$ cat src/rmbd_pkg.sv
`timescale 1ns / 1ps
// ---------------------------------------------------------------------------
// rmbd_pkg
// Shared types and constants of the mip-level box downsampler.
// ---------------------------------------------------------------------------
package rmbd_pkg;

    localparam int DEF_MAX_WIDTH = 4096;
    localparam int HEIGHT_LIMIT  = 4096;
    localparam int CFG_IDX_W     = 2;
    localparam int CFG_DATA_W    = 13;

    localparam logic [CFG_IDX_W-1:0] REG_WIDTH  = 2'd0;
    localparam logic [CFG_IDX_W-1:0] REG_HEIGHT = 2'd1;
    localparam logic [CFG_IDX_W-1:0] REG_OPAQUE = 2'd2;
    localparam logic [CFG_IDX_W-1:0] REG_NORMAL = 2'd3;

    // word handed from the front end to the back end
    typedef struct packed {
        logic [7:0] red;
        logic [7:0] green;
        logic [7:0] blue;
        logic [7:0] alpha;
        logic       last;
        logic       normal;
    } avg_word_t;

endpackage

$ cat src/rmbd_back.sv
`timescale 1ns / 1ps
// ---------------------------------------------------------------------------
// rmbd_back
// Normal renormalisation sequencer and output register.
// ---------------------------------------------------------------------------
module rmbd_back
    import rmbd_pkg::*;
(
    input  logic      aclk,
    input  logic      aresetn,
    input  logic      q_valid,
    output logic      q_ready,
    input  avg_word_t q_word,
    output logic      m_valid,
    input  logic      m_ready,
    output logic [7:0] m_out_red,
    output logic [7:0] m_out_green,
    output logic [7:0] m_out_blue,
    output logic [7:0] m_out_alpha,
    output logic       m_last_of_level
);

    localparam logic [2:0] ST_IDLE = 3'd0;
    localparam logic [2:0] ST_MAG  = 3'd1;
    localparam logic [2:0] ST_SQ   = 3'd2;
    localparam logic [2:0] ST_DIV  = 3'd3;
    localparam logic [2:0] ST_SQRT = 3'd4;
    localparam logic [2:0] ST_MUL  = 3'd5;
    localparam logic [2:0] ST_OUT  = 3'd6;

    logic [2:0]  state_reg;
    avg_word_t   w_reg;
    logic [1:0]  ch_reg;
    logic [2:0]  neg_reg;
    logic [14:0] mag_reg [3];
    logic [30:0] s_reg;
    logic [60:0] rem_reg;
    logic [60:0] quo_reg;
    logic [5:0]  it_reg;
    logic [61:0] x_reg;
    logic [47:0] res_reg;
    logic [61:0] bit_reg;
    logic [7:0]  o_reg [3];

    logic        ov_reg;
    logic [7:0]  or_reg, og_reg, ob_reg, oa_reg;
    logic        ol_reg;

    logic [7:0]  a_cur;
    logic [23:0] num_abs;
    logic [14:0] mag_cur;
    logic [61:0] trial_rem;
    logic [61:0] tsum;
    logic [46:0] prod;
    logic [30:0] nmag;
    logic signed [32:0] biased;
    logic [40:0] scaled;
    logic        out_load;

    assign q_ready  = (state_reg == ST_IDLE) && (!ov_reg || m_ready);
    assign out_load = (state_reg == ST_OUT) && (!ov_reg || m_ready);

    always_comb begin
        unique case (ch_reg)
            2'd0:    a_cur = w_reg.red;
            2'd1:    a_cur = w_reg.green;
            default: a_cur = w_reg.blue;
        endcase
        // |2a-255|*16384/255 ; /255 via reciprocal 257/65536 with correction
        num_abs = (a_cur[7] ? 24'({a_cur, 1'b0} - 9'd255) : 24'(9'd255 - {a_cur, 1'b0})) << 14;
        mag_cur = 15'((32'(num_abs) * 32'd257 + 32'd257) >> 16);
        if ((32'(mag_cur) + 32'd1) * 32'd255 <= 32'(num_abs))
            mag_cur = mag_cur + 15'd1;
        else if (32'(mag_cur) * 32'd255 > 32'(num_abs))
            mag_cur = mag_cur - 15'd1;
        trial_rem = {rem_reg, 1'b0};
        tsum      = 62'(res_reg) + bit_reg;
        prod      = 47'(mag_reg[ch_reg]) * 47'(res_reg[31:0]);
        nmag      = 31'(prod >> 16);
        biased    = neg_reg[ch_reg] ? 33'sd16384 - 33'(nmag) : 33'sd16384 + 33'(nmag);
        scaled    = (biased < 0) ? '0 : 41'(biased) * 41'd255;
    end

    always_ff @(posedge aclk) begin
        if (!aresetn) begin
            state_reg <= ST_IDLE;
            ov_reg    <= 1'b0;
        end else begin
            if (out_load)
                ov_reg <= 1'b1;
            else if (m_valid && m_ready)
                ov_reg <= 1'b0;
            unique case (state_reg)
                ST_IDLE: if (q_valid && q_ready) begin
                    w_reg  <= q_word;
                    ch_reg <= 2'd0;
                    state_reg <= q_word.normal ? ST_MAG : ST_OUT;
                    o_reg[0] <= q_word.red;
                    o_reg[1] <= q_word.green;
                    o_reg[2] <= q_word.blue;
                end
                ST_MAG: begin
                    mag_reg[ch_reg] <= mag_cur;
                    neg_reg[ch_reg] <= !a_cur[7];
                    if (ch_reg == 2'd2) begin
                        ch_reg <= 2'd0;
                        s_reg  <= '0;
                        state_reg <= ST_SQ;
                    end else
                        ch_reg <= ch_reg + 2'd1;
                end
                ST_SQ: begin
                    s_reg <= s_reg + 31'(30'(mag_reg[ch_reg]) * 30'(mag_reg[ch_reg]));
                    if (ch_reg == 2'd2) begin
                        ch_reg  <= 2'd0;
                        rem_reg <= '0;
                        quo_reg <= '0;
                        it_reg  <= 6'd60;
                        state_reg <= ST_DIV;
                    end else
                        ch_reg <= ch_reg + 2'd1;
                end
                ST_DIV: begin
                    if (s_reg == '0)
                        state_reg <= ST_OUT;
                    else begin
                        // restoring divide of 2^60 by S, one bit a cycle
                        if (trial_rem[61:0] + 62'(it_reg == 6'd60) >= 62'(s_reg)) begin
                            rem_reg <= 61'(trial_rem + 62'(it_reg == 6'd60) - 62'(s_reg));
                            quo_reg <= {quo_reg[59:0], 1'b1};
                        end else begin
                            rem_reg <= 61'(trial_rem + 62'(it_reg == 6'd60));
                            quo_reg <= {quo_reg[59:0], 1'b0};
                        end
                        if (it_reg == 6'd0) begin
                            state_reg <= ST_SQRT;
                            bit_reg   <= 62'd1 << 60;
                            res_reg   <= '0;
                            x_reg     <= '0;
                        end else
                            it_reg <= it_reg - 6'd1;
                    end
                end
                ST_SQRT: begin
                    if (bit_reg == 62'd1 << 60 && x_reg == '0)
                        x_reg <= 62'(quo_reg);
                    else begin
                        if (x_reg >= tsum) begin
                            x_reg   <= x_reg - tsum;
                            res_reg <= 48'((62'(res_reg) >> 1) + bit_reg);
                        end else
                            res_reg <= res_reg >> 1;
                        bit_reg <= bit_reg >> 2;
                        if (bit_reg == 62'd1) begin
                            state_reg <= ST_MUL;
                            ch_reg    <= 2'd0;
                        end
                    end
                end
                ST_MUL: begin
                    o_reg[ch_reg] <= ((scaled >> 15) > 41'd255) ? 8'hFF : 8'(scaled >> 15);
                    if (ch_reg == 2'd2)
                        state_reg <= ST_OUT;
                    else
                        ch_reg <= ch_reg + 2'd1;
                end
                ST_OUT: if (out_load) begin
                    or_reg <= o_reg[0];
                    og_reg <= o_reg[1];
                    ob_reg <= o_reg[2];
                    oa_reg <= w_reg.alpha;
                    ol_reg <= w_reg.last;
                    state_reg <= ST_IDLE;
                end
                default: state_reg <= ST_IDLE;
            endcase
        end
    end

    assign m_valid         = ov_reg;
    assign m_out_red       = or_reg;
    assign m_out_green     = og_reg;
    assign m_out_blue      = ob_reg;
    assign m_out_alpha     = oa_reg;
    assign m_last_of_level = ol_reg;

    a_take_idle: assert property (@(posedge aclk) disable iff (!aresetn)
        (q_valid && q_ready) |-> state_reg == ST_IDLE) else $error("busy take");
    a_out_hold: assert property (@(posedge aclk) disable iff (!aresetn)
        (m_valid && !m_ready) |=> m_valid) else $error("result dropped");

endmodule

$ cat config.mk
export PLATFORM = sky130hd
export DESIGN_NAME = rmbd_back
export DESIGN_NICKNAME = d
export VERILOG_FILES = /design/src/rmbd_pkg.sv /design/src/rmbd_back.sv
export SDC_FILE = /design/constraint.sdc
export NUM_CORES = 2
export LEC_CHECK = 0
export BUFFER_PORTS_ARGS = -buffer_cell sky130_fd_sc_hd__buf_4
export CORE_MARGIN = 4
export CORE_UTILIZATION = 55
export CTS_BUF_LIST = sky130_fd_sc_hd__clkbuf_16
export DETAILED_ROUTE_END_ITERATION = 8
export PLACE_DENSITY = 0.71
export SLEW_MARGIN = 30
export SYNTH_ARGS = -nofsm -noshare
export SYNTH_HDL_FRONTEND = slang
export SYNTH_SLANG_ARGS = --single-unit
$ cat constraint.sdc
create_clock -name aclk -period 37.7 [get_ports aclk]
set_clock_uncertainty 0.2 [all_clocks]
set_input_delay 9.425 -clock aclk [delete_from_list [all_inputs] [get_ports aclk]]
set_output_delay 9.425 -clock aclk [all_outputs]
set_load 0.02 [all_outputs]
* Word-level counts from Yosys, hierarchy flattened
Memory sizes are Yosys's and may differ from the RTL's. A register that Yosys moved wholly into a read port is not among the register bits.
Index checks and enable logic that the tools add are counted.
W data, S select, Z words.
** Word-level totals
- Word-level logic and storage cells :: 177
- RAM bits :: 69
- Memories :: 2
- Register bits :: 382
** Cells by class
- Reductions and logical operators :: 31
- Add/sub/neg operators :: 16
- Multipliers :: 6
- Equality and inequality tests :: 24
- $lt $le $gt $ge :: 8
- Mux-type cells :: 72
** Memories
- mag_reg :: depth 3, bits a word 15, rd ports 1, clocked after Yosys merged registers in 1, write ports 1, line rmbd_back.sv:35 : logic [14:0] mag_reg [3];
- o_reg :: depth 3, bits a word 8, rd ports 3, clocked after Yosys merged registers in 3, write ports 3, line rmbd_back.sv:43 : logic [7:0] o_reg [3];
** Operators with widths (number)
- $mux W62 :: 7
- $pmux W62 S2 :: 2
- $mux W61 :: 4
- $pmux W61 S2 :: 2
- $mux W48 :: 4
- $pmux W48 S2 :: 1
- $add A48 B62 Y62 :: 1
- $add A62 B1 Y62 :: 1
- $eq A62 B1 Y1 const B :: 1
- $eq A62 B61 Y1 const B :: 1
- $ge A62 B31 Y1 :: 1
- $ge A62 B62 Y1 :: 1
- $logic_not A62 Y1 :: 1
- $pmux W31 S2 :: 1
- $sub A62 B62 Y62 :: 1
- $sub A61 B31 Y61 :: 1
- $add A47 B48 Y48 :: 1
- $mul A15 B32 Y47 :: 1
- $mul A33 B9 Y41 const B :: 1
- $mux W41 :: 1
- $lt A33 B1 Y1 const B :: 1
- $mux W33 :: 1
- $add A15 B31 Y32 const A :: 1
- $sub A15 B31 Y32 const A :: 1
- 59 further kinds :: 119

* Depth between registers and ports, before layout
- Depth in word-level cells :: 10
- Gate-level depth with buffers :: 60
- Depth with buffers taken out :: 54

* Worst setup path after synthesis
Ideal clock, no wire load.
- Kind :: input-to-output
- Start point :: input m_ready
- End point :: output q_ready
- Required time :: 28075 ps
- Data arrival time :: 9855 ps
- Stages :: 2
- Path buffers :: 0
- Setup slack :: 18220 ps
- Cells stage by stage :: nand2b_1 and3_1
** On the way
- Longest elaborated chain between the ends :: 2
** RTL lines
- start, declared :: line rmbd_back.sv:15 : input logic m_ready,
- $logic_or A1 B1 Y1 :: line rmbd_back.sv:60 : assign q_ready = (state_reg == ST_IDLE) && (!ov_reg || m_ready);
- $logic_and A1 B1 Y1 :: line rmbd_back.sv:60
- end, declared :: line rmbd_back.sv:12 : output logic q_ready,
Every way passes these cells.

* Final worst setup path
Ends and elaborated chain as after synthesis.

==> results.md <==
* Status: complete, no violations
* Worst-Margin Slew at 1.04 ns
* Setup slack of the critical path after layout at 17.72 ns
* Area of placed instances at 62900 um2
* Synth Area in Compound Gates at 0.110
* Cell Rows at 121
* Worst Min Path Start: w_reg[6]
* Post-synthesis instance total at 6422
* Iteration-0 DRC Markers at 2733
* Cells taking the most area after synthesis: sky130_fd_sc_hd__fa_1, sky130_fd_sc_hd__edfxtp_1, sky130_fd_sc_hd__ha_1, sky130_fd_sc_hd__inv_1, sky130_fd_sc_hd__and2_1
* Overall die width at 341 um
* Number of enable flip-flop cells after synthesis at 440
* HPWL reported at the end of detailed placement at 110 mm
* Routability-driven placement congestion ratio at 0.878
* Pin count of the biggest net entering global routing at 94
* Vias at 44453
* Post-route ant nets at 0
* Starting utilization of the core area at 0.556
* Total setup buffers inserted after CTS at 0
* Xor and xnor area share after synthesis at 0.0494
* Placed Cells incl. Taps at 7795
* Post-synthesis cell area at 60800 um2
* Vias in the first global route at 45948
* Depth of the CTS H-tree at 2
* Pre-CTS setup slack at 17.72 ns
* Worst Path Max Fanout at 5
* Clock tree from TritonCTS: built
* Post-synthesis share of cell area spent on and, or, nand and nor gates at 0.155
* Post-layout nets at 7757
* Classification of the worst-slack hold path: reg -> reg
* Post-route clock period utilization at 0.530
* Number of cells traversed by the worst hold path at 0
* Max Buffers Root-to-Sink at 3
* Worst-case reg-to-reg path depth at 49
* Synthesis-to-finish area growth at 6.24%
* Layout cells sized above 1 at 0.0507
* Adder-cell share of the synthesized area at 0.378
* Share of the yosys chip area belonging to registers at 0.219
* Number of buffers created by CTS at 52
* Primary flip-flop cell chosen by synthesis mapping: sky130_fd_sc_hd__edfxtp_1
* Number of hold-slack violations in the final timing report at 0
* Syn_area_per_cell at 9.47 um2
* CORE AREA at 109000 um2
* Remaining global-route overflow at 0
* Launching element of the worst setup path: m_ready
* Flip-flop count of the largest register after layout at 62
* Count of final max-slew check failures at 0
* Kind of end point of the critical path: output pin
* Antenna violations before repair at 2
* Post-synth top cells: sky130_fd_sc_hd__inv_1, sky130_fd_sc_hd__fa_1, sky130_fd_sc_hd__ha_1
* Quantity of hold-fixing buffers added after cts at 0
* Total number of clock tree sinks at 446
* Clock latency at the later pin of the worst-skew pair at 0.68 ns
* Yosys warns at 0
* Final setup violation count at 0
* Setup TNS at 0 ns
* Number of maximum-capacitance constraint violations at 0
* Total routing resource utilization after global routing at 0.248
* Die Footprint at 116000 um2
* CP Data Required Time at 28.07 ns
* Port Buffers at 72
* Clock-pin slew on the worst setup and hold paths at 0.06 ns
* Final cell count without fillers at 7890
* Critical path type: in -> out
* First-pass GRT wire length at 236 mm
* Number of storage elements in the synthesis netlist at 446
* Root buffer cell: sky130_fd_sc_hd__clkbuf_16
* Nature of the critical path startpoint: input pin
* Height of the die at 341 um
* Area of all placed cells without fillers at 64600 um2
* Fraction of synthesized cell area taken by the top area cell type at 0.268
* Final WL at 141 mm
* Count of different cell masters after synthesis at 95
* Fill cell count at 9397
* Avg WL per Cell at 17.9 um
* Cts repair resizes at 0
* Unrepaired setup endpoints after global routing: no
* Detail-routed via count per cell at 5.63
* Max-slew headroom at the worst pin at 0.300
* Number of I/O pins at 73
* Residual DRC at 0
* Share of async-settable or async-resettable flops after synthesis at 0
* Minimum clock period after layout at 19.98 ns
* Net count of the mapped netlist at 7806
* 1st-pass router iterations at 5
* Multiplexer area fraction after synthesis at 0.00704
* Worst Path Arrival at 10.35 ns
* Most used standard cell by instance count after synthesis: sky130_fd_sc_hd__inv_1
* Highest clock rate at 0.0501 GHz
* Cell accounting for the most synthesized area: sky130_fd_sc_hd__fa_1
* Main combinational cell family by area after synthesis: adder cells
-- through the flow --
stage	util	hold WS [ns]
3_3_place_gp	0.575	0.202
4_1_cts	0.591	0.220
5_1_grt	0.591	0.226
6_report	0.591	0.218
3_5_place_dp	0.576	0.206
2_1_floorplan	-	0.200
-- final cells by class --
type,count,area (um2),share of cell area
Tap cell,1476,1850,0.0286
Clock buffer,52,1300,0.0201
Antenna cell,1,2.50,0.0000387
Multi-Input combinational cell,4670,42700,0.661
Clock inverter,42,367,0.00567
Sequential cell,446,13300,0.206
Timing Repair Buffer,135,1040,0.0162
Inverter,1068,4010,0.0621
-- metal layers --
metal / global-route usage / vias up / part of all wire
met1: 0.334 / 22191 / 0.43
met5: 0 / - / 0
met3: 0.0404 / 222 / 0.059
met2: 0.418 / 1119 / 0.48
met4: 0.0688 / 0 / 0.026
li1: - / 20921 / -
-- worst max-delay path, stage by stage --
cell and delay (ns):
sky130_fd_sc_hd__buf_4 0.13, sky130_fd_sc_hd__nand2b_1 0.28, sky130_fd_sc_hd__and3_1 0.34, sky130_fd_sc_hd__buf_4 0.19
-- final timing paths --
check,slack (ns),endpoint
worst max-delay path,17.72,q_ready
worst min-delay path,0.22,m_out_alpha[4]
worst max register to register,21.13,o_reg[0][6]
worst min register to register,0.22,m_out_alpha[4]
-- placed cells by master (no fill, tap or decap), drive strengths merged, types with 52 or more instances in the layout --
cell    count
a21o      104
a21oi     301
a31oi      60
and2      359
and3       58
buf       135
clkbuf     52
edfxtp    440
fa        813
ha        533
inv      1076
nand2     529
nand3      64
nor2      524
nor3      101
o21ai     205
xnor2     201
xor2      140
-- logic make-up after synthesis --
| family | Yosys count |
|---|---|
| flops | 446 |
| fa+ha+maj | 1348 |
| buf+inv | 1306 |
| simple gates | 1936 |
| mux | 42 |
| compound gates | 1003 |
| xor+xnor | 341 |
Power is left out: the tool's default activity adds up to more than one toggle a clock period on the data nets, which glitch-free logic cannot reach.
