==> src/rmbd_pkg.sv <==
`timescale 1ns / 1ps
// ---------------------------------------------------------------------------
// rmbd_pkg
// Shared types and constants of the mip-level box downsampler.
// ---------------------------------------------------------------------------
package rmbd_pkg;

    localparam int DEF_MAX_WIDTH = 4096;
    localparam int HEIGHT_LIMIT  = 4096;
    localparam int CFG_IDX_W     = 2;
    localparam int CFG_DATA_W    = 13;

    localparam logic [CFG_IDX_W-1:0] REG_WIDTH  = 2'd0;
    localparam logic [CFG_IDX_W-1:0] REG_HEIGHT = 2'd1;
    localparam logic [CFG_IDX_W-1:0] REG_OPAQUE = 2'd2;
    localparam logic [CFG_IDX_W-1:0] REG_NORMAL = 2'd3;

    // word handed from the front end to the back end
    typedef struct packed {
        logic [7:0] red;
        logic [7:0] green;
        logic [7:0] blue;
        logic [7:0] alpha;
        logic       last;
        logic       normal;
    } avg_word_t;

endpackage

==> src/rmbd_fifo.sv <==
`timescale 1ns / 1ps
// ---------------------------------------------------------------------------
// rmbd_fifo
// Two-entry queue between front and back end.
// ---------------------------------------------------------------------------
module rmbd_fifo
    import rmbd_pkg::*;
(
    input  logic      aclk,
    input  logic      aresetn,
    input  logic      in_valid,
    output logic      in_ready,
    input  avg_word_t in_word,
    output logic      out_valid,
    input  logic      out_ready,
    output avg_word_t out_word
);

    avg_word_t  mem_reg [2];
    logic       wp_reg, rp_reg;
    logic [1:0] cnt_reg;
    logic       push, pop;

    assign in_ready  = cnt_reg != 2'd2;
    assign out_valid = cnt_reg != 2'd0;
    assign out_word  = mem_reg[rp_reg];
    assign push      = in_valid && in_ready;
    assign pop       = out_valid && out_ready;

    always_ff @(posedge aclk) begin
        if (!aresetn) begin
            wp_reg  <= 1'b0;
            rp_reg  <= 1'b0;
            cnt_reg <= 2'd0;
        end else begin
            if (push) wp_reg <= !wp_reg;
            if (pop)  rp_reg <= !rp_reg;
            cnt_reg <= cnt_reg + 2'(push) - 2'(pop);
        end
    end

    always_ff @(posedge aclk) begin
        if (push) mem_reg[wp_reg] <= in_word;
    end

    a_cnt: assert property (@(posedge aclk) disable iff (!aresetn)
        cnt_reg != 2'd3) else $error("queue count");

endmodule

==> config.mk <==
export PLATFORM = sky130hd
export DESIGN_NAME = rmbd_fifo
export DESIGN_NICKNAME = d
export VERILOG_FILES = /design/src/rmbd_pkg.sv /design/src/rmbd_fifo.sv
export SDC_FILE = /design/constraint.sdc
export NUM_CORES = 1
export LEC_CHECK = 0
export BUFFER_PORTS_ARGS = -buffer_cell sky130_fd_sc_hd__buf_4
export CAP_MARGIN = 25
export CORE_MARGIN = 1
export CORE_UTILIZATION = 45
export DETAILED_ROUTE_END_ITERATION = 10
export PLACE_DENSITY_LB_ADDON = 0.05
export SETUP_SLACK_MARGIN = 0.2
export SYNTH_ARGS = -nofsm -noshare
export SYNTH_HDL_FRONTEND = slang
export SYNTH_SLANG_ARGS = --single-unit
==> constraint.sdc <==
create_clock -name aclk -period 1.97 [get_ports aclk]
set_clock_uncertainty 0.2 [all_clocks]
set_input_delay 0.591 -clock aclk [delete_from_list [all_inputs] [get_ports aclk]]
set_output_delay 0.591 -clock aclk [all_outputs]
set_load 0.02 [all_outputs]
# ---- Word level (Yosys, flattened, before mapping)
# Memory sizes are Yosys's and may differ from the RTL's. A register that Yosys moved wholly into a read port is not among the register bits.
# Index checks and enable logic that the tools add are counted.
dict set report word_totals {
  n_memories 1
  romBits 0
  ff_bits 4
  in_bits 38
  wordCells 16
  ramBits 68
  latch_bits 0
  output_inout_bits 36
}
# name words width rd rd_clocked_by_memory_dff write_ports line_no
set memory_table {}
lappend memory_table {mem_reg 2 34 1 1 1 rmbd_fifo.sv:19} ;# avg_word_t mem_reg [2];
dict set report classes {
  n_mul 0
  muxes 4
  shifts 0
  n_lt_le_gt_ge 0
  div 0
  eq_ne 1
  addsub 2
  n_reduce_logical 5
  bitwise 0
}
# cell count
set op_table {}
lappend op_table {{$mux W1} 4}
lappend op_table {{$add A2 B1 Y2} 1}
lappend op_table {{$logic_and A1 B1 Y1} 2}
lappend op_table {{$logic_not A1 Y1} 2}
lappend op_table {{$ne A2 B2 Y1 const B} 1}
lappend op_table {{$reduce_bool A2 Y1} 1}
lappend op_table {{$sub A2 B1 Y2} 1}

# ---- Longest topological paths before layout
# Gate-level depths: netlist (run 1).
dict set report depth {
  depth_word 4
  depth_mapped 6
  mapped_depth_nobuf 6
}

# ---- Worst setup path after synthesis (run 1)
# OpenSTA, ideal clock, no wires.
dict set report synth_path {
  path_kind {reg2reg}
  start {reg cnt_reg[0]}
  end {mem mem_reg[1][0] (netlist name), enable pin}
  period_less_slack_ns 2.200
  arrival_time_ns 1.606
  stages_incl_launch_ff 3
  setup_time_ns 0.394
  slack_ns -0.230
  path_buffers 0
  t_required_ns 1.376
  path_cell_list {dfxtp_1 -> nand2b_1 -> and3_1}
}
dict set report synth_between {
  elab_chain_len 4
}
# item line_no
set synth_rtl {}
lappend synth_rtl {{start: declaration} rmbd_fifo.sv:21} ;# logic [1:0] cnt_reg;
lappend synth_rtl {{start signal: assignment} rmbd_fifo.sv:38} ;# cnt_reg <= cnt_reg + 2'(push) - 2'(pop);
lappend synth_rtl {{$ne A2 B2 Y1} rmbd_fifo.sv:24} ;# assign in_ready = cnt_reg != 2'd2;
lappend synth_rtl {{net in_ready} rmbd_fifo.sv:12} ;# output logic in_ready,
lappend synth_rtl {{$logic_and A1 B1 Y1} rmbd_fifo.sv:27} ;# assign push = in_valid && in_ready;
lappend synth_rtl {{$mux W1} rmbd_fifo.sv:43} ;# if (push) mem_reg[wp_reg] <= in_word;
lappend synth_rtl {{$mux W1 (not written as such)} rmbd_fifo.sv:43}
lappend synth_rtl {{end: declaration} rmbd_fifo.sv:19}
# The timed path passes the listed nets, and every way through them passes these cells.

==> results of run 1 <==
[through the flow]
stage	power (W)	cell area (um2)
after floorplan	0.00266	2740
after global routing	0.00453	3790
after CTS	0.00436	3750
final	0.00434	3790
after global placement	0.00311	3430
after detailed placement	0.00314	3430
[worst paths after layout]
kind | cells after the start | end | start | slack, ns
worst max register to register | 7 | cnt_reg[1] | cnt_reg[1] | 0.30
worst min-delay path | 1 | mem_reg[0][12] | in_word[12] | 0.23
worst max-delay path | 3 | out_word[24] | flop | -0.19
worst min register to register | 2 | rp_reg | rp_reg | 0.31
[repair_timing]
item	in CTS	in global routing
hold endpoints to repair	0	0
setup endpoints to repair	37	37
gates resized for setup	25	6
pin swaps	1	1
buffers inserted	6	1
[cell type report]
class | instances | area, um2
clock buffers | 11 | 131
clock inverters | 4 | 45.0
fillers | 409 | 1890
inverters | 2 | 11.3
multi-input cells | 57 | 594
flip-flops and latches | 73 | 2150
well taps | 72 | 90.1
repair buffers | 84 | 761
[cells in the final DEF (no fill, tap or decap), drive strengths merged, types with 2 or more instances in the layout]
cell    netlist  final
o21ai         2      2
mux2         34     34
edfxtp       68     68
buf           4     84
and3          2      2
nor2          4      4
clkinv        0      3
clkbuf        0     11
dfxtp         5      5
[per-layer routing]
layer / vias up / global-route usage [%] / wire length (um)
met5: - / 0 / 0
met4: 0 / 9.29 / 123
met3: 11 / 4.57 / 270
met2: 48 / 26.6 / 2470
met1: 723 / 16.1 / 1740
li1: 709 / - / -
[critical path: cells and delay by family, from the launching register on]
| family | cells | cell delay (ns) |
|---|---|---|
| mux | 1 | 0.35 |
| flops | 1 | 0.37 |
| buf+inv | 2 | 0.32 |
[power by group through the flow]
stage	clock network (W)	registers (W)	logic [W]
after floorplan	0	0.00196	0.000701
after global placement	0	0.00197	0.00114
after detailed placement	0	0.00198	0.00116
after CTS	0.00109	0.00195	0.00131
after global routing	0.00115	0.00196	0.00142
final	0.00106	0.00195	0.00133
[cell families (layout without fill, tap and decap cells)]
kind of cell	after synthesis	after routing	synth area share, %
compound gates	6	6	1.61
xor+xnor	1	1	0.322
fa+ha+maj	1	1	0.459
buf+inv	6	101	1.29
flops	73	73	78.7
mux	34	34	14.1
simple gates	15	15	3.59
==> metrics.yaml, run 1 <==
drv_cap: 0
dp_cells: 281
power.internal_w: 0.00317
drc: 0
diodes: 0
syn_area_um2: 2720
yosys_warnings: 0
slew_viol_final: 0
gp_congestion: 0.753
numCtsBuffers: 9
tns_ns: -5.93
fin_ws_ns: -0.193
clock_power_share_pct: 24.4
synth-edff-count: 68
max_slew_margin_pct: 69.0
vias: 1491
routed_wl_um: 4610
final_nets: 266
synth.distinct_cells: 25
clock_sinks: 73
ys_async_sr_fraction_pct: 0
synth_flop_cell: "edfxtp_1"
switching_share_pct: 26.9
tightest_slew_ns: 0.459
largest_reg_flops: 68
h-tree-depth: 3
root_buffer: "clkbuf_8"
netlist_top_cells_count: "68 x edfxtp_1, 34 x mux2_1, 5 x dfxtp_1"
cts_max_path_buffers: 2
io_buffers: 73
synthDominantCellAreaShare_pct: 75.0
cpMaxStageDelayCell: "dfxtp_4"
syn_avg_cell_area_um2: 20.0
cp.arrival_ns: 1.37
fin_util_pct: 66.7
grt_overflow: 0
vias_per_cell: 4.92
peakVddDrop_mv: 0.690
finalSetupViolCount: 34
grt_pass1_vias: 1524
cp_cell_sequence: "buf_12 > mux2_2 > buf_4"
drt-pass1-iter-count: 4
cts_tree: "yes"
critPathLaunchType: "flop"
synth_area_leader_cell: "edfxtp_1"
combPwrFrac_pct: 30.7
rsz0062_at_grt: "true"
io_pins: 74
violations: "setup timing"
cpPeakStageDelay_ns: 0.37
cts_hold_buf: 0
drive_gt1_share_pct: 59.7
clk_latency_ns: 0.33
seqPwrFrac_pct: 44.9
crit_type: "reg2out"
die_w_um: 79.8
powerDensity_nw_per_um2: 1150
path_clk_slew_ns: 0.07
dieArea_um2: 6370
fin_cells: 303
hpwl_um: 2940
synth_most_common_cell: "edfxtp_1"
whs_ns: 0.235
ys_seq_elements: 73
hold_path.class: "in2reg"
p_sw_w: 0.00117
ant_nets: 0
netlist_top_cells_area: "edfxtp_1 75%, mux2_1 14%, dfxtp_1 3.7%, buf_4 0.83%, nor4bb_2 0.60%"
grt_first_pass_wirelength_um: 6930
die-height_um: 79.8
coreArea_um2: 5680
grt_usage_pct: 15.3
grt_max_degree: 35
cp.required_ns: 1.18
leakage_nw: 1.44
worstPathMaxFanout: 16
syn_nets: 175
finalCritPeriodShare_pct: 110
wl_per_cell_um: 15.2
synthCells: 136
start_util_pct: 48.0
antenna_found_initial: 0
hold_viol: 0
initialDrtViolationCount: 55
place_ws_ns: -0.0359
syn_to_final_growth_pct: 39.1
row_count: 27
fmax_ghz: 0.462
seq_area_frac_synth_pct: 78.7
period_minus_slack_ns: 2.16
endpoint_kind: "output port"
status: "complete, but fails checks"
(Power assumes the default switching activity.)
==> run 2, diff against run 1 <==
--- a/config.mk
+++ b/config.mk
@@ -5,6 +5,7 @@
 export SDC_FILE = /design/constraint.sdc
 export NUM_CORES = 1
 export LEC_CHECK = 0
+export ABC_AREA = 1
 export BUFFER_PORTS_ARGS = -buffer_cell sky130_fd_sc_hd__buf_4
 export CAP_MARGIN = 25
 export CORE_MARGIN = 1
==> run 2 against run 1 <==
The run still ends with setup timing left. Design area rose by 6.9%. Clock power hardly changed. Non-clock buffer count up 4. Combinational power rose by 59%. Worst hold slack improved by 0.0041 ns. First-iteration DRC count rose by 5.5%. Sequential share of layout area is 3.7 points lower. Area after synthesis grew 4.5%. Total power rose by 22%. Maximum frequency is 1.0% lower. Critical endpoint is now out_word[29]. Largest cell class unchanged. Largest power group is now combinational cells.
==> metrics.yaml, run 2 <==
place_area_um2: 3550  # +3.3%
cts_hold_buf: 0  # unchanged
start_util_pct: 47.2  # -0.77 points
clock_sinks: 73  # unchanged
io_buffers: 73  # unchanged
drv_cap: 0  # unchanged
fillerInstances: 426  # +4.2%
diodes: 0  # unchanged
gp_congestion: 0.617  # -18%
ys_seq_elements: 73  # unchanged
coreArea_um2: 6030  # +6.2%
path_clk_slew_ns: 0.07  # about the same
finalCritPeriodShare_pct: 111  # +1.1 points
period_minus_slack_ns: 2.19  # +0.0224 ns
rsz0062_at_grt: "true"
wl_per_cell_um: 15.9  # +4.4%
max_slew_margin_pct: 85.6  # +17 points
synth-edff-count: 68  # unchanged
ant_nets: 0  # unchanged
synth_most_common_cell: "edfxtp_1"
combPwrFrac_pct: 40.2  # +9.5 points
syn_avg_cell_area_um2: 20.0  # about the same
routed_wl_um: 5040  # +9.3%
final_common_cell: "edfxtp_1"
h-tree-depth: 3  # unchanged
dieArea_um2: 6640  # +4.3%
grt_max_degree: 21  # -40%
crit_type: "reg2out"
row_count: 28  # +3.7%
root_buffer: "clkbuf_8"
status: "complete, but fails checks"
synth.distinct_cells: 14  # -44%
design_area_um2: 4050  # +6.9%
hold_path.class: "in2reg"
powerDensity_nw_per_um2: 1310  # +14%
drt-pass1-iter-count: 4  # unchanged
hpwl_um: 3310  # +12%
seq_area_frac_synth_pct: 75.3  # -3.4 points
final_nets: 276  # +3.8%
largest_reg_flops: 68  # unchanged
vias_per_cell: 4.75  # -3.4%
clk_latency_ns: 0.33  # about the same
synth_flop_cell: "edfxtp_1"
drive_gt1_share_pct: 62.8  # +3.1 points
p_sw_w: 0.00155  # +33%
cp.arrival_ns: 1.39  # +0.02 ns
peakVddDrop_mv: 0.962  # +39%
numCtsBuffers: 9  # unchanged
fin_ws_ns: -0.216  # -0.0224 ns
grt_usage_pct: 15.2  # -0.071 points
mostFrequentLayoutCells: "68 x edfxtp_1, 42 x buf_4, 39 x buf_6"
syn_to_final_growth_pct: 42.3
slew_viol_final: 0  # unchanged
yosys_warnings: 0  # unchanged
antenna_found_initial: 0  # unchanged
dp_cells: 294  # +4.6%
cts_tree: "yes"
synth_area_leader_cell: "edfxtp_1"
leakage_nw: 1.61  # +12%
die-height_um: 81.5  # +2.1%
fin_cells: 317  # +4.6%
fmax_ghz: 0.458  # -1.0%
drc: 0  # unchanged
clock_power_share_pct: 20.1  # -4.3 points
cp.required_ns: 1.18  # about the same
grt_first_pass_wirelength_um: 7090  # +2.2%
synthCells: 142  # +4.4%
netlist_top_cells_count: "68 x edfxtp_1, 30 x mux2_4, 11 x nand2_1"
die_w_um: 81.5  # +2.1%
violations: "setup timing"
syn_area_um2: 2840  # +4.5%
ys_async_sr_fraction_pct: 0  # unchanged
finalSetupViolCount: 34  # unchanged
io_pins: 74  # unchanged
fin_util_pct: 67.2  # +0.46 points
endpoint_kind: "output port"
initialDrtViolationCount: 58  # +5.5%
switching_share_pct: 29.3  # +2.5 points
synthDominantCellAreaShare_pct: 71.8  # -3.2 points
worstPathMaxFanout: 6  # -10
power.internal_w: 0.00374  # +18%
vias: 1507  # +1.1%
grt_pass1_vias: 1552  # +1.8%
hold_viol: 0  # unchanged
critPathLaunchType: "flop"
netlist_top_cells_area: "edfxtp_1 72%, mux2_4 16%, dfxtp_1 3.5%, buf_12 2.1%, mux2_2 1.6%"
syn_nets: 181  # +3.4%
place_ws_ns: 0.127  # +0.163 ns
tns_ns: -6.80  # -0.875 ns
seqPwrFrac_pct: 39.7  # -5.2 points
tightest_slew_ns: 0.215  # -0.244 ns
grt_overflow: 0  # unchanged
cts_max_path_buffers: 2  # unchanged
## run 2: worst paths after layout
kind / start / endpoint / slack, ns / cells past startpoint
max: flop / out_word[29] / -0.22 / 3
min reg2reg: rp_reg / rp_reg / 0.31 / 2
min: in_word[32] / mem_reg[0][32] / 0.24 / 1
max reg2reg: cnt_reg[0] / cnt_reg[1] / 0.31 / 10
## run 2: kinds of logic after synthesis
logic type      Yosys count  synth area share (%)
fa+ha+maj                 1                 0.440
compound gates            1                 0.176
buf+inv                  11                  3.43
simple gates             21                  2.90
xor+xnor                  1                 0.308
flops                    73                  75.3
mux                      34                  17.4
## run 2: power groups by stage
stage                     clock, W  sequential [W]  combinational [W]
after floorplan                  0         0.00206            0.00113
after CTS                  0.00109         0.00206            0.00182
after global routing       0.00116         0.00212            0.00226
after global placement           0         0.00207            0.00162
after detailed placement         0         0.00209            0.00166
final                      0.00106         0.00210            0.00212
## run 2: routing by layer
metal / share of wire [%] / global-route usage [%] / vias to the layer above / wire length [um]
met3: 6.0 / 6.00 / 6 / 302
met2: 55 / 26.7 / 46 / 2770
met1: 38 / 15.7 / 736 / 1910
met5: 0 / 0 / - / 0
met4: 0.95 / 7.50 / 0 / 48
li1: - / - / 719 / -
## run 2: critical path: stages (launching register included)
cell       delay [ns]
dfxtp_4          0.44
clkbuf_16        0.18
mux2_4           0.30
buf_6            0.13
## run 2: final cells by class
| cell class | count | area, um2 | area share (%) |
|---|---|---|---|
| multi-input cells | 58 | 701 | 17.3 |
| repair buffers | 88 | 895 | 22.1 |
| well taps | 75 | 93.8 | 2.32 |
| flip-flops and latches | 73 | 2150 | 53.2 |
| clock inverters | 4 | 43.8 | 1.08 |
| clock buffers | 12 | 135 | 3.34 |
| inverters | 7 | 26.3 | 0.649 |
## run 2: stage by stage
step	total power [W]	hold WS, ns
2_1_floorplan	0.00318	0.267
3_3_place_gp	0.00369	0.283
3_5_place_dp	0.00375	0.294
4_1_cts	0.00497	0.219
5_1_grt	0.00554	0.217
6_report	0.00529	0.239
## run 2: timing repair
item,CTS,global route
gates cloned,0,3
buffers inserted,3,1
pin swaps,2,10
resized for setup,24,40
endpoints found under the setup margin,36,37
==> run 3, diff against run 2 <==
--- a/config.mk
+++ b/config.mk
@@ -6,12 +6,14 @@
 export NUM_CORES = 1
 export LEC_CHECK = 0
 export ABC_AREA = 1
+export ABC_CLOCK_PERIOD_IN_PS = 1970
 export BUFFER_PORTS_ARGS = -buffer_cell sky130_fd_sc_hd__buf_4
 export CAP_MARGIN = 25
 export CORE_MARGIN = 1
 export CORE_UTILIZATION = 45
 export DETAILED_ROUTE_END_ITERATION = 10
 export PLACE_DENSITY_LB_ADDON = 0.05
+export RECOVER_POWER = 25
 export SETUP_SLACK_MARGIN = 0.2
 export SYNTH_ARGS = -nofsm -noshare
 export SYNTH_HDL_FRONTEND = slang
==> run 3 against run 2 <==
The flow still finishes with violations (setup timing). Sequential power about the same. Total power barely moved. Combinational power hardly changed. Register-to-register slack about the same. Final cell count unchanged. Sequential cell count unchanged. Clock power about the same. Via count grew 0.20%. Critical path type unchanged.
==> metrics.yaml, run 3 (synthesis gave the netlist of run 2 again) <==
status: "complete, but fails checks"
violations: "setup timing"
worstPathMaxFanout: 6  # unchanged
cts_tree: "yes"
hold_viol: 0  # unchanged
fin_util_pct: 67.2  # unchanged
finalSetupViolCount: 34  # unchanged
ant_nets: 0  # unchanged
fmax_ghz: 0.458  # about the same
grt_first_pass_wirelength_um: 7090  # unchanged
die_w_um: 81.5  # unchanged
diodes: 0  # unchanged
path_clk_slew_ns: 0.06  # about the same
leakage_nw: 1.61  # -0.24%
numCtsBuffers: 9  # unchanged
gp_congestion: 0.617  # unchanged
final_nets: 276  # unchanged
vias: 1510  # +0.20%
period_minus_slack_ns: 2.19  # -0.000380 ns
drc: 0  # unchanged
hold_path.class: "in2reg"
cts_max_path_buffers: 2  # unchanged
endpoint_kind: "output port"
largest_reg_flops: 68  # unchanged
design_area_um2: 4050  # unchanged
tightest_slew_ns: 0.215  # -0.0000772 ns
max_slew_margin_pct: 85.7  # about the same
cp.required_ns: 1.18  # about the same
reg2reg_from: "cnt_reg[0]"
slew_viol_final: 0  # unchanged
powerDensity_nw_per_um2: 1310  # about the same
grt_max_degree: 21  # unchanged
wl_per_cell_um: 15.8  # -0.36%
place_area_um2: 3550  # unchanged
routed_wl_um: 5020  # -0.36%
dieArea_um2: 6640  # unchanged
syn_to_final_growth_pct: 42.3  # unchanged
h-tree-depth: 3  # unchanged
vias_per_cell: 4.76  # +0.20%
peakVddDrop_mv: 0.961  # about the same
start_util_pct: 47.2  # unchanged
cp.arrival_ns: 1.39  # about the same
root_buffer: "clkbuf_8"
crit_type: "reg2out"
drt-pass1-iter-count: 4  # unchanged
hpwl_um: 3310  # unchanged
coreArea_um2: 6030  # unchanged
antenna_found_initial: 0  # unchanged
initialDrtViolationCount: 57  # -1.7%
fin_ws_ns: -0.215  # +0.000380 ns
final_common_cell: "edfxtp_1"
die-height_um: 81.5  # unchanged
hp-start: "in_word[6]"
critPathLaunchType: "flop"
grt_pass1_vias: 1552  # unchanged
io_buffers: 73  # unchanged
io_pins: 74  # unchanged
drv_cap: 0  # unchanged
clk_latency_ns: 0.33  # about the same
clock_sinks: 73  # unchanged
row_count: 28  # unchanged
grt_usage_pct: 15.2  # unchanged
finalCritPeriodShare_pct: 111  # about the same
rr_worst_depth: 10  # unchanged
rsz0062_at_grt: "true"
fillerInstances: 426  # unchanged
drive_gt1_share_pct: 62.8  # unchanged
mostFrequentLayoutCells: "68 x edfxtp_1, 39 x buf_6, 34 x mux2_4"
grt_overflow: 0  # unchanged
min_delay_path_depth: 1  # unchanged
==> run 3: cell types whose count changed in the layout (fill, tap and decap cells not counted), sizes merged <==
| cell | delta |
|---|---|
| buf | -19 |
| clkbuf | +19 |
==> run 3: what timing repair did <==
action | in CTS | in global routing
buffers inserted | 3 | 1
setup endpoints to repair | 36 | 37
gates cloned | 0 | 3
hold buffers | 0 | 0
pin swaps | 2 | 10
gates resized for setup | 24 | 40
==> run 3: stage by stage <==
step                cells  hold slack [ns]  total power [W]  setup TNS [ns]  setup slack, ns
detailed placement    294            0.294          0.00375               0            0.127
CTS                   313            0.219          0.00497           -6.45           -0.242
global placement      294            0.283          0.00369               0            0.139
finish                317            0.245          0.00529           -6.79           -0.215
global route          317            0.223          0.00554           -8.71           -0.275
floorplan             142            0.267          0.00318               0            0.163
==> run 3: final cells by class <==
type	instances	area, um2	share of cell area [%]
repair buffers	88	895	22.1
multi-input cells	58	701	17.3
flip-flops and latches	73	2150	53.2
well taps	75	93.8	2.32
inverters	7	26.3	0.649
clock buffers	12	135	3.34
clock inverters	4	43.8	1.08
==> run 3: worst max-delay path, cell delays in order, from the launching register on <==
cell       delay, ns
dfxtp_4         0.44
clkbuf_16       0.18
mux2_4          0.30
buf_6           0.13
==> run 3: final timing paths <==
kind              slack [ns]       endpoint
setup / recovery       -0.22   out_word[29]
hold / removal          0.24  mem_reg[0][6]
setup reg to reg        0.31     cnt_reg[1]
hold reg to reg         0.31         rp_reg
==> run 3: power breakdown <==
group          total (W)  leakage [nW]  internal [W]  switching (W)
sequential       0.00210         0.679       0.00199       0.000115
combinational    0.00212         0.840       0.00117       0.000951
clock            0.00106        0.0918      0.000578       0.000484
total            0.00529          1.61       0.00374        0.00155
==> run 3: per-layer routing <==
metal  track usage, %  up-vias  routed length [um]
li1                 -      719                   -
met3             6.00        6                 304
met1             15.7      739                1890
met2             26.7       46                2780
met4             7.50        0                  48
met5                0        -                   0
